===== src/rtl/core/mar_pkg.sv =====
// Package: shared widths, limits and the sequencer state type of the agreement ratio block.
`default_nettype none

package mar_pkg;

   // Word and field widths
   localparam int unsigned WORD_W   = 64;
   localparam int unsigned TOTAL_W  = 17;
   localparam int unsigned SUM_W    = TOTAL_W + 1;
   localparam int unsigned FRAC_W   = 16;

   // Longest pattern set expected; sets the saturation point of the totals
   localparam int unsigned MAX_WORDS = 1024;
   localparam longint unsigned TOTAL_MAX = (64'd1 << TOTAL_W) - 64'd1;
   localparam longint unsigned TOTAL_RAW = longint'(MAX_WORDS) * longint'(WORD_W);
   localparam logic [TOTAL_W-1:0] TOTAL_LIMIT =
      (TOTAL_RAW > TOTAL_MAX) ? TOTAL_W'(TOTAL_MAX) : TOTAL_W'(TOTAL_RAW);

   // Ratio of one in Q1.16
   localparam logic [TOTAL_W-1:0] RATIO_ONE = TOTAL_W'(64'd1 << FRAC_W);

   // Serial popcount: chunk width and chunks per word
   localparam int unsigned CHUNK_W = 8;
   localparam int unsigned CHUNKS  = WORD_W / CHUNK_W;
   localparam int unsigned POP_W   = $clog2(CHUNK_W + 1);

   // Restoring division: one quotient bit per step
   localparam int unsigned DIV_STEPS = FRAC_W + 1;
   localparam int unsigned STEP_W    = $clog2(((CHUNKS > DIV_STEPS) ? CHUNKS : DIV_STEPS) + 1);

   typedef enum logic [1:0] {
      ST_IDLE,
      ST_COUNT,
      ST_DIV,
      ST_DONE
   } state_type;

endpackage : mar_pkg

`default_nettype wire


===== src/rtl/core/mar_req_if.sv =====
// Interface: input channel carrying one simulation word of each of the four signals.
`default_nettype none

interface mar_req_if;
   logic                            valid;
   logic                            ready;
   logic [mar_pkg::WORD_W-1:0]      old_out_word;
   logic [mar_pkg::WORD_W-1:0]      new_out_word;
   logic [mar_pkg::WORD_W-1:0]      old_gate_word;
   logic [mar_pkg::WORD_W-1:0]      new_gate_word;
   logic                            last_word;

   modport source (
      output valid, old_out_word, new_out_word, old_gate_word, new_gate_word, last_word,
      input  ready
   );
   modport sink (
      input  valid, old_out_word, new_out_word, old_gate_word, new_gate_word, last_word,
      output ready
   );
endinterface : mar_req_if

`default_nettype wire


===== src/rtl/core/mar_rsp_if.sv =====
// Interface: result channel carrying the totals and their ratio.
`default_nettype none

interface mar_rsp_if;
   logic                            valid;
   logic                            ready;
   logic [mar_pkg::TOTAL_W-1:0]     similarity;
   logic                            undefined;
   logic [mar_pkg::TOTAL_W-1:0]     good_total_out;
   logic [mar_pkg::TOTAL_W-1:0]     same_total_out;

   modport source (
      output valid, similarity, undefined, good_total_out, same_total_out,
      input  ready
   );
   modport sink (
      input  valid, similarity, undefined, good_total_out, same_total_out,
      output ready
   );
endinterface : mar_rsp_if

`default_nettype wire


===== src/rtl/core/masked_agreement_ratio.sv =====
// Top level: masked popcount agreement totals with a serial ratio divider.
`default_nettype none

// Each accepted transaction carries four 64-bit simulation words. The good mask
// (outputs agree) and the same mask (gates agree inside the good mask) are
// counted 8 bits per cycle by one popcount and saturating-add unit per mask.
// On the word marked last a restoring divider forms same/good as Q1.16, one
// quotient bit per cycle, and the result is then handed to the output register.
// The result sits in its own output register, so the next word is accepted
// while a result still waits on rsp_chan. Totals saturate at 65536
// (MAX_WORDS * 64, capped at 17 bits) and are cleared once the result is
// loaded. A zero good total raises undefined and gives a similarity of 0.
module masked_agreement_ratio (
   input  wire logic  clock,
   input  wire logic  reset,
   mar_req_if.sink    req_chan,
   mar_rsp_if.source  rsp_chan
);

   // Sequencer and datapath registers
   mar_pkg::state_type                  state_ff, state_in;
   logic [mar_pkg::STEP_W-1:0]          step_ff, step_in;
   logic [mar_pkg::WORD_W-1:0]          gmask_ff, gmask_in;
   logic [mar_pkg::WORD_W-1:0]          smask_ff, smask_in;
   logic                                last_ff, last_in;
   logic [mar_pkg::TOTAL_W-1:0]         good_total_ff, good_total_in;
   logic [mar_pkg::TOTAL_W-1:0]         same_total_ff, same_total_in;
   logic [mar_pkg::SUM_W-1:0]           rem_ff, rem_in;
   logic [mar_pkg::TOTAL_W-1:0]         quo_ff, quo_in;

   // Output register
   logic                                rsp_valid_ff, rsp_valid_in;
   logic [mar_pkg::TOTAL_W-1:0]         rsp_sim_ff, rsp_sim_in;
   logic                                rsp_undef_ff, rsp_undef_in;
   logic [mar_pkg::TOTAL_W-1:0]         rsp_good_ff, rsp_good_in;
   logic [mar_pkg::TOTAL_W-1:0]         rsp_same_ff, rsp_same_in;

   logic                                req_take;
   logic                                out_free;
   logic                                count_end;
   logic                                div_end;
   logic [mar_pkg::POP_W-1:0]           good_pop;
   logic [mar_pkg::POP_W-1:0]           same_pop;
   logic [mar_pkg::SUM_W-1:0]           div_sub;
   logic                                div_ge;
   logic [mar_pkg::SUM_W-1:0]           div_rem;

   // Popcount of one chunk
   function automatic logic [mar_pkg::POP_W-1:0] pop_chunk(
      input logic [mar_pkg::CHUNK_W-1:0] bits
   );
      logic [mar_pkg::POP_W-1:0] acc;
      acc = '0;
      for (int i = 0; i < int'(mar_pkg::CHUNK_W); i++) begin
         acc = acc + mar_pkg::POP_W'(bits[i]);
      end
      return acc;
   endfunction

   // Saturating add of a chunk count into a total
   function automatic logic [mar_pkg::TOTAL_W-1:0] sat_add(
      input logic [mar_pkg::TOTAL_W-1:0] total,
      input logic [mar_pkg::POP_W-1:0]   add
   );
      logic [mar_pkg::SUM_W-1:0] sum;
      sum = {1'b0, total} + mar_pkg::SUM_W'(add);
      if (sum > {1'b0, mar_pkg::TOTAL_LIMIT}) begin
         return mar_pkg::TOTAL_LIMIT;
      end
      return sum[mar_pkg::TOTAL_W-1:0];
   endfunction

   // Handshake terms
   assign req_take  = req_chan.valid && req_chan.ready;
   assign out_free  = !rsp_valid_ff || rsp_chan.ready;
   assign count_end = (step_ff == mar_pkg::STEP_W'(mar_pkg::CHUNKS - 1));
   assign div_end   = (step_ff == mar_pkg::STEP_W'(mar_pkg::DIV_STEPS - 1));

   // Popcount of the low chunk of each mask
   assign good_pop = pop_chunk(gmask_ff[mar_pkg::CHUNK_W-1:0]);
   assign same_pop = pop_chunk(smask_ff[mar_pkg::CHUNK_W-1:0]);

   // Compare-subtract step of the divider
   assign div_sub = rem_ff - {1'b0, good_total_ff};
   assign div_ge  = (rem_ff >= {1'b0, good_total_ff});
   assign div_rem = div_ge ? div_sub : rem_ff;

   // Next state
   always_comb begin
      state_in = state_ff;
      case (state_ff)
         mar_pkg::ST_IDLE: begin
            if (req_take) begin
               state_in = mar_pkg::ST_COUNT;
            end
         end
         mar_pkg::ST_COUNT: begin
            if (count_end) begin
               state_in = last_ff ? mar_pkg::ST_DIV : mar_pkg::ST_IDLE;
            end
         end
         mar_pkg::ST_DIV: begin
            if (div_end) begin
               state_in = mar_pkg::ST_DONE;
            end
         end
         mar_pkg::ST_DONE: begin
            if (out_free) begin
               state_in = mar_pkg::ST_IDLE;
            end
         end
         default: begin
            state_in = mar_pkg::ST_IDLE;
         end
      endcase
   end

   // Datapath and outputs per state
   always_comb begin
      req_chan.ready = (state_ff == mar_pkg::ST_IDLE);
      step_in        = step_ff;
      gmask_in       = gmask_ff;
      smask_in       = smask_ff;
      last_in        = last_ff;
      good_total_in  = good_total_ff;
      same_total_in  = same_total_ff;
      rem_in         = rem_ff;
      quo_in         = quo_ff;
      rsp_valid_in   = rsp_valid_ff && !rsp_chan.ready;
      rsp_sim_in     = rsp_sim_ff;
      rsp_undef_in   = rsp_undef_ff;
      rsp_good_in    = rsp_good_ff;
      rsp_same_in    = rsp_same_ff;
      case (state_ff)
         mar_pkg::ST_IDLE: begin
            // Form both masks at acceptance
            if (req_take) begin
               gmask_in = ~(req_chan.old_out_word ^ req_chan.new_out_word);
               smask_in = ~(req_chan.old_gate_word ^ req_chan.new_gate_word)
                        & ~(req_chan.old_out_word ^ req_chan.new_out_word);
               last_in  = req_chan.last_word;
               step_in  = '0;
            end
         end
         mar_pkg::ST_COUNT: begin
            // One chunk per cycle into the saturating totals
            good_total_in = sat_add(good_total_ff, good_pop);
            same_total_in = sat_add(same_total_ff, same_pop);
            gmask_in      = gmask_ff >> mar_pkg::CHUNK_W;
            smask_in      = smask_ff >> mar_pkg::CHUNK_W;
            if (count_end) begin
               step_in = '0;
               // Same total never exceeds good, so the integer quotient bit is the first step
               rem_in  = {1'b0, sat_add(same_total_ff, same_pop)};
               quo_in  = '0;
            end else begin
               step_in = step_ff + 1'b1;
            end
         end
         mar_pkg::ST_DIV: begin
            // Restoring division, one quotient bit per cycle
            rem_in  = {div_rem[mar_pkg::SUM_W-2:0], 1'b0};
            quo_in  = {quo_ff[mar_pkg::TOTAL_W-2:0], div_ge};
            step_in = step_ff + 1'b1;
         end
         mar_pkg::ST_DONE: begin
            // Hand the result over and clear the totals
            if (out_free) begin
               rsp_valid_in  = 1'b1;
               rsp_undef_in  = (good_total_ff == '0);
               rsp_sim_in    = (good_total_ff == '0) ? '0 : quo_ff;
               rsp_good_in   = good_total_ff;
               rsp_same_in   = same_total_ff;
               good_total_in = '0;
               same_total_in = '0;
            end
         end
         default: begin
            step_in = '0;
         end
      endcase
   end

   // Control registers
   always_ff @(posedge clock) begin
      if (reset) begin
         state_ff      <= mar_pkg::ST_IDLE;
         step_ff       <= '0;
         good_total_ff <= '0;
         same_total_ff <= '0;
         rsp_valid_ff  <= 1'b0;
      end else begin
         state_ff      <= state_in;
         step_ff       <= step_in;
         good_total_ff <= good_total_in;
         same_total_ff <= same_total_in;
         rsp_valid_ff  <= rsp_valid_in;
      end
   end

   // Payload registers
   always_ff @(posedge clock) begin
      gmask_ff     <= gmask_in;
      smask_ff     <= smask_in;
      last_ff      <= last_in;
      rem_ff       <= rem_in;
      quo_ff       <= quo_in;
      rsp_sim_ff   <= rsp_sim_in;
      rsp_undef_ff <= rsp_undef_in;
      rsp_good_ff  <= rsp_good_in;
      rsp_same_ff  <= rsp_same_in;
   end

   assign rsp_chan.valid          = rsp_valid_ff;
   assign rsp_chan.similarity     = rsp_sim_ff;
   assign rsp_chan.undefined      = rsp_undef_ff;
   assign rsp_chan.good_total_out = rsp_good_ff;
   assign rsp_chan.same_total_out = rsp_same_ff;

   // Totals hold still while the divider reads them
   a_div_totals_stable: assert property (@(posedge clock) disable iff (reset)
      (state_ff == mar_pkg::ST_DIV) |=>
         ($stable(good_total_ff) && $stable(same_total_ff)))
      else $error("totals changed during division");

   // Same total is bounded by good total, good total by the limit
   a_totals_order: assert property (@(posedge clock) disable iff (reset)
      (same_total_ff <= good_total_ff) && (good_total_ff <= mar_pkg::TOTAL_LIMIT))
      else $error("totals out of order or past the limit");

   // A delivered ratio never exceeds one
   a_ratio_bound: assert property (@(posedge clock) disable iff (reset)
      rsp_valid_ff |-> (rsp_sim_ff <= mar_pkg::RATIO_ONE))
      else $error("similarity above one");

   // An undefined result carries a zero good total and zero similarity
   a_undef_result: assert property (@(posedge clock) disable iff (reset)
      (rsp_valid_ff && rsp_undef_ff) |-> ((rsp_sim_ff == '0) && (rsp_good_ff == '0)))
      else $error("undefined result with nonzero fields");

   // A new result is loaded only after the divider has run
   a_load_after_div: assert property (@(posedge clock) disable iff (reset)
      (state_ff == mar_pkg::ST_DONE) |-> ($past(state_ff) == mar_pkg::ST_DIV ||
                                          $past(state_ff) == mar_pkg::ST_DONE))
      else $error("result stage entered without division");

endmodule : masked_agreement_ratio

`default_nettype wire

===== src/flat_wrapper.sv =====
// flat-port wrapper written by rule: the top's interface ports become plain ports
module masked_agreement_ratio_flat 
  (clock, reset, req_chan_valid, req_chan_old_out_word, req_chan_new_out_word, req_chan_old_gate_word, req_chan_new_gate_word, req_chan_last_word, req_chan_ready, rsp_chan_valid, rsp_chan_similarity, rsp_chan_undefined, rsp_chan_good_total_out, rsp_chan_same_total_out, rsp_chan_ready);
  mar_req_if req_chan_i ();
  mar_rsp_if rsp_chan_i ();
  input  wire logic clock;
  input  wire logic reset;
  input wire logic [$bits(req_chan_i.valid)-1:0] req_chan_valid;
  input wire logic [$bits(req_chan_i.old_out_word)-1:0] req_chan_old_out_word;
  input wire logic [$bits(req_chan_i.new_out_word)-1:0] req_chan_new_out_word;
  input wire logic [$bits(req_chan_i.old_gate_word)-1:0] req_chan_old_gate_word;
  input wire logic [$bits(req_chan_i.new_gate_word)-1:0] req_chan_new_gate_word;
  input wire logic [$bits(req_chan_i.last_word)-1:0] req_chan_last_word;
  output wire logic [$bits(req_chan_i.ready)-1:0] req_chan_ready;
  output wire logic [$bits(rsp_chan_i.valid)-1:0] rsp_chan_valid;
  output wire logic [$bits(rsp_chan_i.similarity)-1:0] rsp_chan_similarity;
  output wire logic [$bits(rsp_chan_i.undefined)-1:0] rsp_chan_undefined;
  output wire logic [$bits(rsp_chan_i.good_total_out)-1:0] rsp_chan_good_total_out;
  output wire logic [$bits(rsp_chan_i.same_total_out)-1:0] rsp_chan_same_total_out;
  input wire logic [$bits(rsp_chan_i.ready)-1:0] rsp_chan_ready;
  assign req_chan_i.valid = req_chan_valid;
  assign req_chan_i.old_out_word = req_chan_old_out_word;
  assign req_chan_i.new_out_word = req_chan_new_out_word;
  assign req_chan_i.old_gate_word = req_chan_old_gate_word;
  assign req_chan_i.new_gate_word = req_chan_new_gate_word;
  assign req_chan_i.last_word = req_chan_last_word;
  assign req_chan_ready = req_chan_i.ready;
  assign rsp_chan_valid = rsp_chan_i.valid;
  assign rsp_chan_similarity = rsp_chan_i.similarity;
  assign rsp_chan_undefined = rsp_chan_i.undefined;
  assign rsp_chan_good_total_out = rsp_chan_i.good_total_out;
  assign rsp_chan_same_total_out = rsp_chan_i.same_total_out;
  assign rsp_chan_i.ready = rsp_chan_ready;
  masked_agreement_ratio u_core (.clock(clock), .reset(reset), .req_chan(req_chan_i), .rsp_chan(rsp_chan_i));
endmodule

===== config.mk =====
export PLATFORM = sky130hd
export DESIGN_NAME = masked_agreement_ratio_flat
export DESIGN_NICKNAME = d
export VERILOG_FILES = /design/src/rtl/core/mar_pkg.sv /design/src/rtl/core/mar_req_if.sv /design/src/rtl/core/mar_rsp_if.sv /design/src/rtl/core/masked_agreement_ratio.sv /design/src/flat_wrapper.sv
export SDC_FILE = /design/constraint.sdc
export NUM_CORES = 1
export LEC_CHECK = 0
export BUFFER_PORTS_ARGS = -buffer_cell sky130_fd_sc_hd__buf_2
export CAP_MARGIN = 15
export CORE_UTILIZATION = 35
export DETAILED_ROUTE_END_ITERATION = 7
export PLACE_DENSITY = 0.6
export SYNTH_ARGS = -nofsm -noshare
export SYNTH_HDL_FRONTEND = slang
export SYNTH_SLANG_ARGS = --single-unit

===== constraint.sdc =====
create_clock -name clock -period 14.8 [get_ports clock]
set_input_delay 1.48 -clock clock [delete_from_list [all_inputs] [get_ports clock]]
set_output_delay 1.48 -clock clock [all_outputs]
set_load 0.03 [all_outputs]

==> results of run 1 <==
==> worst register-to-register path, delay by kind of cell, from the launching register on <==
family	cells	cell delay, ns
flip-flops	1	0.37
AND/OR/NAND/NOR	4	1.20
buffers and inverters	2	0.10
AO/OA/AOI/OAI	3	0.75
adder cells (fa/ha/maj)	6	2.55
XOR/XNOR	1	0.19
==> flip-flops by register name (all words and copies together) (netlist names), 5 cells and up, named ones only <==
name and cells:
u_core.quo_ff 17, u_core.rsp_chan.similarity 17, u_core.good_total_ff 17, u_core.rsp_chan.same_total_out 17
u_core.rem_ff 18, u_core.gmask_ff 64, u_core.same_total_ff 17, u_core.step_ff 5
u_core.rsp_chan.good_total_out 17, u_core.smask_ff 64
==> cells in the mapped netlist (3+ instances only) <==
| cell | count | area (µm²) |
|---|---|---|
| nand2_1 | 146 | 548 |
| a32oi_1 | 3 | 26.3 |
| dfxtp_1 | 42 | 841 |
| a211oi_1 | 3 | 22.5 |
| or3_1 | 9 | 56.3 |
| o41ai_1 | 3 | 26.3 |
| o31a_1 | 4 | 35.0 |
| o21a_1 | 9 | 67.6 |
| nor3_1 | 26 | 130 |
| nand4_1 | 15 | 93.8 |
| a31oi_1 | 8 | 50.1 |
| o221ai_1 | 3 | 26.3 |
| a22o_1 | 7 | 61.3 |
| and3_1 | 9 | 56.3 |
| a211o_1 | 3 | 26.3 |
| xor2_1 | 142 | 1240 |
| nor2b_1 | 25 | 156 |
| xnor2_1 | 24 | 210 |
| nor4_1 | 6 | 37.5 |
| clkbuf_1 | 42 | 158 |
| o31ai_1 | 60 | 450 |
| nand3_1 | 25 | 125 |
| edfxtp_1 | 216 | 6490 |
| ha_1 | 37 | 463 |
| inv_1 | 57 | 214 |
| nand2b_1 | 8 | 50.1 |
| o21bai_1 | 3 | 22.5 |
| a21o_1 | 7 | 52.6 |
| o22ai_1 | 10 | 62.6 |
| a22oi_1 | 6 | 45.0 |
| fa_1 | 11 | 220 |
| nor2_1 | 59 | 221 |
| o21ai_0 | 85 | 425 |
| mux2i_1 | 9 | 90.1 |
| a21oi_1 | 31 | 155 |
| buf_2 | 6 | 30.0 |
| and2_1 | 25 | 156 |
==> layout make-up <==
type,count,share of cell area
Clock inverter,16,0.00959
Tap cell,518,0.0385
Antenna cell,2,0.000297
Sequential cell,258,0.436
Clock buffer,40,0.0500
Timing Repair Buffer,324,0.0986
Multi-Input combinational cell,871,0.355
Inverter,57,0.0127
==> layer usage <==
layer / part of all wire / wire, µm
met4: 0.024 / 844
met1: 0.40 / 14100
met5: 0.00028 / 10
met3: 0.051 / 1810
met2: 0.52 / 18600
==> final timing paths <==
kind / to / cells past startpoint / slack (ns)
worst max-delay path: u_core.good_total_ff[12] / 16 / 9.57
worst min-delay path: u_core.rsp_chan.same_total_out[2] / 0 / 0.46
worst max register to register: u_core.good_total_ff[12] / 16 / 9.57
worst min register to register: u_core.rsp_chan.same_total_out[2] / 0 / 0.46
==> power groups by stage <==
stage,combinational [mW],clock (mW),sequential (mW)
after floorplan,0.548,0,1.04
after global placement,0.757,0,1.03
after detailed placement,0.774,0,1.03
after CTS,0.777,0.766,1.02
after global routing,0.868,0.789,1.03
final,0.767,0.743,1.01
==> logic make-up after synthesis <==
family | Yosys count
compound gates | 273
flops | 258
xor+xnor | 166
mux | 10
buf+inv | 111
simple gates | 374
fa+ha+maj | 48
==> flow_summary.ini, run 1 <==
[yosys]
syn_inst = 1240
ys_ff_latch = 258
synth_xor_area_frac = 0.106
synth-compound-area-share = 0.135
synthDistinctLibCells = 80
synth_top_family_by_area = compound AO/OA/AOI/OAI gates
ys_seq_area_frac = 0.535
synth-async-reset-ratio = 0
synth-adder-area-share = 0.0499
yosys.area_share.simple = 0.134
synth_warnings = 0
syn_avg_cell_area_um2 = 11.0
muxShareOfSynthArea = 0.00740
synthFlopType = edfxtp_1
syn_area_um2 = 13700
synth_fp_nets = 1549
synth_edf_count = 216

[timing]
fin_tns_setup_ns = 0
maxSlewViolCount = 0
skew_ns = 0.0172
fmax_ghz = 0.191
rsz0062_at_grt = false
worst_slew_pin_slew_ns = 1.05
worst_slack_ns = 9.57
whs_ns = 0.464
timing.final.crit_share = 0.353
period_minus_slack_ns = 5.23
finalHoldViolations = 0
setup_viol = 0
max_slew_margin = 0.297

[worst_hold_path]
hold_path_class = reg -> reg
min-delay-start = u_core.same_total_ff[2]

[global_route]
use_met2 = 0.328
grt_pass1_wl_um = 53800
grt-busiest-layer = met2
antenna_found_initial = 2
grt-ovfl-total = 0
track_usage = 0.176
met3_usage = 0.0267
grt_start_max_net_pins = 101
met1_usage = 0.207
grt_pass1_vias = 10044

[place]
port-buffer-count = 314
postPlaceCellArea_um2 = 15800
place_inst = 2027
place_congestion = 0.850
detailedPlace.worstSlack_ns = 9.60
hpwlAfterDp_um = 26900

[finish]
seqCellArea_um2 = 7330
final_common_cell = buf_2
fill_cells = 3753
post-route-util = 0.435
final_cells = 2086
drive_above_1_share = 0.252
layout_common_cells = buf_2, edfxtp_1, nand2_1, xor2_1, o21ai_0
fin_area_um2 = 16800
fin_nets = 1851
area_growth_pct = 22.9
multiInputGateArea_um2 = 5970

[power_and_ir_drop]
combPwrFrac = 0.304
cellInternalPower_mw = 1.70
powerDensity_nw_per_um2 = 150
swShare = 0.327
p_leak_nw = 6.61
seqPwrFrac = 0.401
net-switching-power_mw = 0.826
clock_power_share = 0.294
ir_drop_mv = 0.0969
p_total_mw = 2.52

[critical_path]
slowest_stage = fa_1
crit_buf_inv = 2
crit_arrival_ns = 5.73
cpPeakStageDelay_ns = 0.49
path_max_fanout = 8
cp_common_cell = fa_1
crit_family = adder cells
cp.required_ns = 15.30
worstReg2RegStart = u_core.gmask_ff[1]
start_kind = flip-flop
crit_type = reg -> reg
worstSetupEndpointType = flip-flop
cp-startpoint = u_core.gmask_ff[1]
cp_cell_sequence = ha_1 > inv_1 > fa_1 > fa_1 > fa_1 > fa_1 > inv_1 > fa_1 > xor2_1 > or4_1 > a221o_1 > nor4_1 > nand4bb_1 > a21oi_2 > nor3b_2 > o21bai_1

[cts]
postCtsSetupBuffers = 0
root_buffer = clkbuf_16
clock-sinks = 258
path_clk_slew_ns = 0.06
cts_max_level = 1
cts_tree = done
clock_path_buffers = 3
hold_buffers = 0
numCtsBuffers = 30
postCtsResizedCells = 0
clk_latency_ns = 0.58

[drt]
vias = 10227
wl_per_cell_um = 17.0
dr.pass1.iters = 5
viasPerCell = 4.90
drc = 0
ant_nets = 0
drt_iter0_drc = 475
wl_um = 35400

[die]
die_h_um = 200
start_util = 0.354
ios = 315
die-area_um2 = 39900
rows = 72
die_w_um = 200
core_um2 = 38600

[job]
maxCapViolCount = 0

[status]
status = finished, final reports clean
(Power assumes the default switching activity.)
==> run 2: changes to the inputs <==
- PLACE_DENSITY: 0.6 -> 0.62
- clock period: 14.8 -> 4.25 ns (I/O delays scaled with it)
==> run 2 against run 1 <==
The run now ends with setup timing left. Register-to-register slack worse by 10 ns. Via count rose by 3.8%. Sequential share of layout area decreased by 2.9 points. Final area increased by 7.2%. Power increased to 3.9 times the previous value. Final cell count rose by 3.5%. Critical path type unchanged. Critical endpoint is now u_core.good_total_ff[4]. Highest routed layer unchanged.
==> flow_summary.ini, run 2 (same netlist as run 1, synthesis figures left out) <==
[worst_hold_path]
min-delay-start = req_chan_last_word
hold_path_class = in -> reg

[timing]
max_slew_margin = 0.277
worst_slew_pin_slew_ns = 1.08
skew_ns = 0.0149
worst_slack_ns = -0.682
timing.final.crit_share = 1.16
rsz0062_at_grt = true
maxSlewViolCount = 0
finalHoldViolations = 0
period_minus_slack_ns = 4.93
setup_viol = 51
fmax_ghz = 0.203

[critical_path]
crit_arrival_ns = 5.38
crit_buf_inv = 6
path_max_fanout = 4
cp_common_cell = buf_4
cpPeakStageDelay_ns = 0.50
cp_cell_sequence = ha_1 > inv_1 > fa_1 > fa_1 > fa_2 > fa_1 > inv_2 > fa_2 > buf_4 > buf_4 > nand3_2 > a211oi_2 > buf_4 > a21o_1 > a221o_1 > nand4bb_1 > buf_4 > nand2_4 > nand2_1 > a311oi_2
worstSetupEndpointType = flip-flop
cp.required_ns = 4.70
start_kind = flip-flop
cp-startpoint = u_core.gmask_ff[0]
slowest_stage = fa_1
crit_type = reg -> reg
crit_family = adder cells
worstReg2RegStart = u_core.gmask_ff[0]

[global_route]
track_usage = 0.181
grt-ovfl-total = 0
grt_pass1_wl_um = 54900
grt_pass1_vias = 10177
antenna_found_initial = 3
grt_start_max_net_pins = 243

[die]
rows = 72
die-area_um2 = 39900
die_h_um = 200
start_util = 0.354
core_um2 = 38600
ios = 315
die_w_um = 200

[power_and_ir_drop]
p_total_mw = 9.72
ir_drop_mv = 0.324
cellInternalPower_mw = 6.52
powerDensity_nw_per_um2 = 539
clock_power_share = 0.251
net-switching-power_mw = 3.20
seqPwrFrac = 0.365
swShare = 0.329
p_leak_nw = 7.11
combPwrFrac = 0.384

[place]
postPlaceCellArea_um2 = 16300
place_inst = 2076
place_congestion = 0.855
port-buffer-count = 314
hpwlAfterDp_um = 27300

[finish]
layout_common_cells = buf_2, edfxtp_1, nand2_1, xor2_1, o21ai_0
fin_nets = 1928
fin_area_um2 = 18000
area_growth_pct = 31.8
post-route-util = 0.467
final_cells = 2158
reg.largest.list = u_core.gmask_ff: 64 flops, u_core.smask_ff: 64 flops, u_core.rem_ff: 18 flops
drive_above_1_share = 0.334
final_common_cell = buf_2

[cts]
path_clk_slew_ns = 0.06
clock-sinks = 258
root_buffer = clkbuf_16
cts_max_level = 1
hold_buffers = 0
clk_latency_ns = 0.55
cts_tree = done
numCtsBuffers = 29
clock_path_buffers = 3

[drt]
drc = 0
ant_nets = 0
vias = 10620
drt_iter0_drc = 521
dr.pass1.iters = 5
wl_um = 37000
viasPerCell = 4.92
wl_per_cell_um = 17.1

[job]
maxCapViolCount = 0

[status]
violations = setup timing
status = finished with violations
run 2: power by group through the flow:
stage	Clock, mW	Sequential [mW]	Combinational [mW]
after detailed placement	0	3.60	3.04
after floorplan	0	3.54	2.01
final	2.44	3.55	3.74
after global routing	2.61	3.59	4.11
after global placement	0	3.59	2.98
after CTS	2.52	3.56	3.50
run 2: stage by stage:
stage / TNS, ns / hold WS, ns / setup slack [ns]
5_1_grt: -35.58 / 0.0782 / -0.897
6_report: -26.37 / 0.0975 / -0.682
3_3_place_gp: -20.62 / 0.482 / -0.673
2_1_floorplan: -9.71 / 0.403 / -0.460
4_1_cts: -21.04 / 0.0705 / -0.612
3_5_place_dp: -24.61 / 0.499 / -0.716
run 2: worst paths after layout:
check                                          endpoint  slack (ns)  cells past startpoint
worst max-delay path            u_core.good_total_ff[4]       -0.68                     20
worst min-delay path                     u_core.last_ff         0.1                      1
worst max register to register  u_core.good_total_ff[4]       -0.68                     20
worst min register to register  u_core.same_total_ff[3]        0.50                      2
run 2: what timing repair did:
item,in CTS,in global routing
endpoints found under the setup margin,51,51
resized for setup,76,38
pin swaps,39,35
setup buffers,16,20
run 2: routing by layer:
| layer | part of all wire | vias up | track usage |
|---|---|---|---|
| met3 | 0.047 | 60 | 0.0294 |
| met1 | 0.40 | 4992 | 0.214 |
| met4 | 0.026 | 2 | 0.0599 |
| li1 | - | 5251 | - |
| met5 | 0.00035 | - | 0 |
| met2 | 0.52 | 315 | 0.332 |
run 2: final cells by class:
cell class | count | area, µm²
inverters | 57 | 214
repair buffers | 402 | 2380
well taps | 518 | 648
diodes | 1 | 2.50
multi-input cells | 871 | 6550
clock buffers | 36 | 752
fillers | 3604 | 20600
clock inverters | 15 | 163
flip-flops and latches | 258 | 7330
==> run 3: changes to the inputs <==
- PLACE_DENSITY: 0.62 -> 0.6
- REMOVE_ABC_BUFFERS: default -> 1
- clock period: 4.25 -> 5.4 ns (I/O delays scaled with it)
==> run 3 against run 2 <==
The flow now finishes without violations. Worst setup slack gained 0.91 ns. Largest cell class unchanged. Flip-flop and latch count stayed put. Sequential power fell by 22%.
==> flow_summary.ini, run 3 (same netlist as run 1, synthesis figures left out) <==
[job]
maxCapViolCount = 0

[timing]
worst_slack_ns = 0.225
finalHoldViolations = 0
fin_tns_setup_ns = 0
maxSlewViolCount = 0
timing.final.crit_share = 0.958
setup_viol = 0
fmax_ghz = 0.193
period_minus_slack_ns = 5.18
skew_ns = 0.0176
max_slew_margin = 0.332
worst_slew_pin_slew_ns = 1.00

[finish]
num_antenna_cells = 0
layout_common_cells = buf_2, edfxtp_1, nand2_1, xor2_1, o21ai_0
fill_cells = 3708
final_common_cell = buf_2
reg.largest.list = u_core.gmask_ff: 64 flops, u_core.smask_ff: 64 flops, u_core.rem_ff: 18 flops
fin_nets = 1857
area_growth_pct = 23.0
post-route-util = 0.436
drive_above_1_share = 0.256

[die]
core_um2 = 38600
die_w_um = 200
die-area_um2 = 39900
die_h_um = 200
rows = 72
ios = 315
start_util = 0.354

[power_and_ir_drop]
p_total_mw = 6.86
powerDensity_nw_per_um2 = 407
ir_drop_mv = 0.287
p_leak_nw = 6.62

[cts]
path_clk_slew_ns = 0.06
clk_latency_ns = 0.58
cts_tree = done
clock-sinks = 258
cts_max_level = 1
numCtsBuffers = 30
root_buffer = clkbuf_16
clock_path_buffers = 3

[drt]
viasPerCell = 4.94
drc = 0
wl_um = 34600
ant_nets = 0
drt_iter0_drc = 482
wl_per_cell_um = 16.6
vias = 10302
dr.pass1.iters = 5

[place]
detailedPlace.worstSlack_ns = 0.159
hpwlAfterDp_um = 25800
place_congestion = 0.858
port-buffer-count = 314

[critical_path]
cp_cell_sequence = ha_1 > inv_1 > fa_1 > fa_1 > fa_1 > fa_1 > xnor2_1 > ha_1 > o21ai_1 > o21bai_2 > and2_2 > nand4_1 > a2111oi_4 > a31oi_4 > or3_2 > o311ai_0
reg2reg_depth = 16
crit_buf_inv = 1
cp_common_cell = fa_1
crit_type = reg -> reg
worstSetupEndpointType = flip-flop
cpPeakStageDelay_ns = 0.53
crit_family = adder cells
slowest_stage = a2111oi_4
cp.required_ns = 5.78
path_max_fanout = 6
start_kind = flip-flop
crit_arrival_ns = 5.56
crit_cells = 16

[global_route]
track_usage = 0.173
antenna_found_initial = 10
grt_pass1_wl_um = 53200
grt-ovfl-total = 0
grt_pass1_vias = 9994
grt_start_max_net_pins = 129

[status]
status = finished, final reports clean

[worst_hold_path]
hold_depth = 1
hold_path_class = in -> reg
==> run 3: metal layers <==
layer	global-route usage	wire, µm	part of all wire	up-vias
met4	0.0461	608	0.018	12
met1	0.204	14000	0.40	4810
met3	0.0383	2050	0.059	54
li1	-	-	-	5108
met5	0	74	0.0021	-
met2	0.314	17900	0.52	318
==> run 3: final cells by class <==
class / count / area, µm² / area share
flip-flops and latches: 258 / 7330 / 0.435
clock inverters: 16 / 183 / 0.0108
repair buffers: 329 / 1700 / 0.101
inverters: 57 / 214 / 0.0127
clock buffers: 34 / 766 / 0.0455
multi-input cells: 872 / 6010 / 0.357
well taps: 518 / 648 / 0.0385
==> run 3: where the power goes <==
group	switching (mW)	internal, mW
Sequential	0.133	2.65
Clock	0.822	1.16
Combinational	1.26	0.838
==> run 3: final timing paths <==
path / start / to / slack (ns)
setup / recovery: u_core.smask_ff[0] / u_core.rem_ff[3] / 0.22
hold / removal: req_chan_last_word / u_core.last_ff / 0.14
setup reg to reg: u_core.smask_ff[0] / u_core.rem_ff[3] / 0.22
hold reg to reg: u_core.good_total_ff[5] / u_core.rsp_chan.good_total_out[5] / 0.50
==> run 3: worst register-to-register path: cells and delay by family, from the launching register on <==
kind / cells / cell delay, ns
DFF: 1 / 0.38
and+or+nand+nor: 3 / 0.84
adders and majority gates: 6 / 2.40
xor gates and xnor gates: 1 / 0.14
buffers and inverters: 1 / 0.04
AOI/OAI and AO/OA: 5 / 1.20
==> run 3: metrics by stage <==
| step | area, µm² | hold WS (ns) | std cells |
|---|---|---|---|
| 4_1_cts | 16800 | 0.0973 | 2077 |
| 3_3_place_gp | 15800 | 0.484 | 2027 |
| 2_1_floorplan | 13500 | 0.437 | 1186 |
| 6_report | 16800 | 0.143 | 2084 |
| 5_1_grt | 16800 | 0.106 | 2084 |
| 3_5_place_dp | 15800 | 0.487 | 2027 |
==> run 3: timing repair <==
item / 4_1_cts / 5_1_grt
resized for setup: 0 / 6
endpoints found under the setup margin: 0 / 13
buffers inserted: 0 / 6
hold buffers: 0 / 0
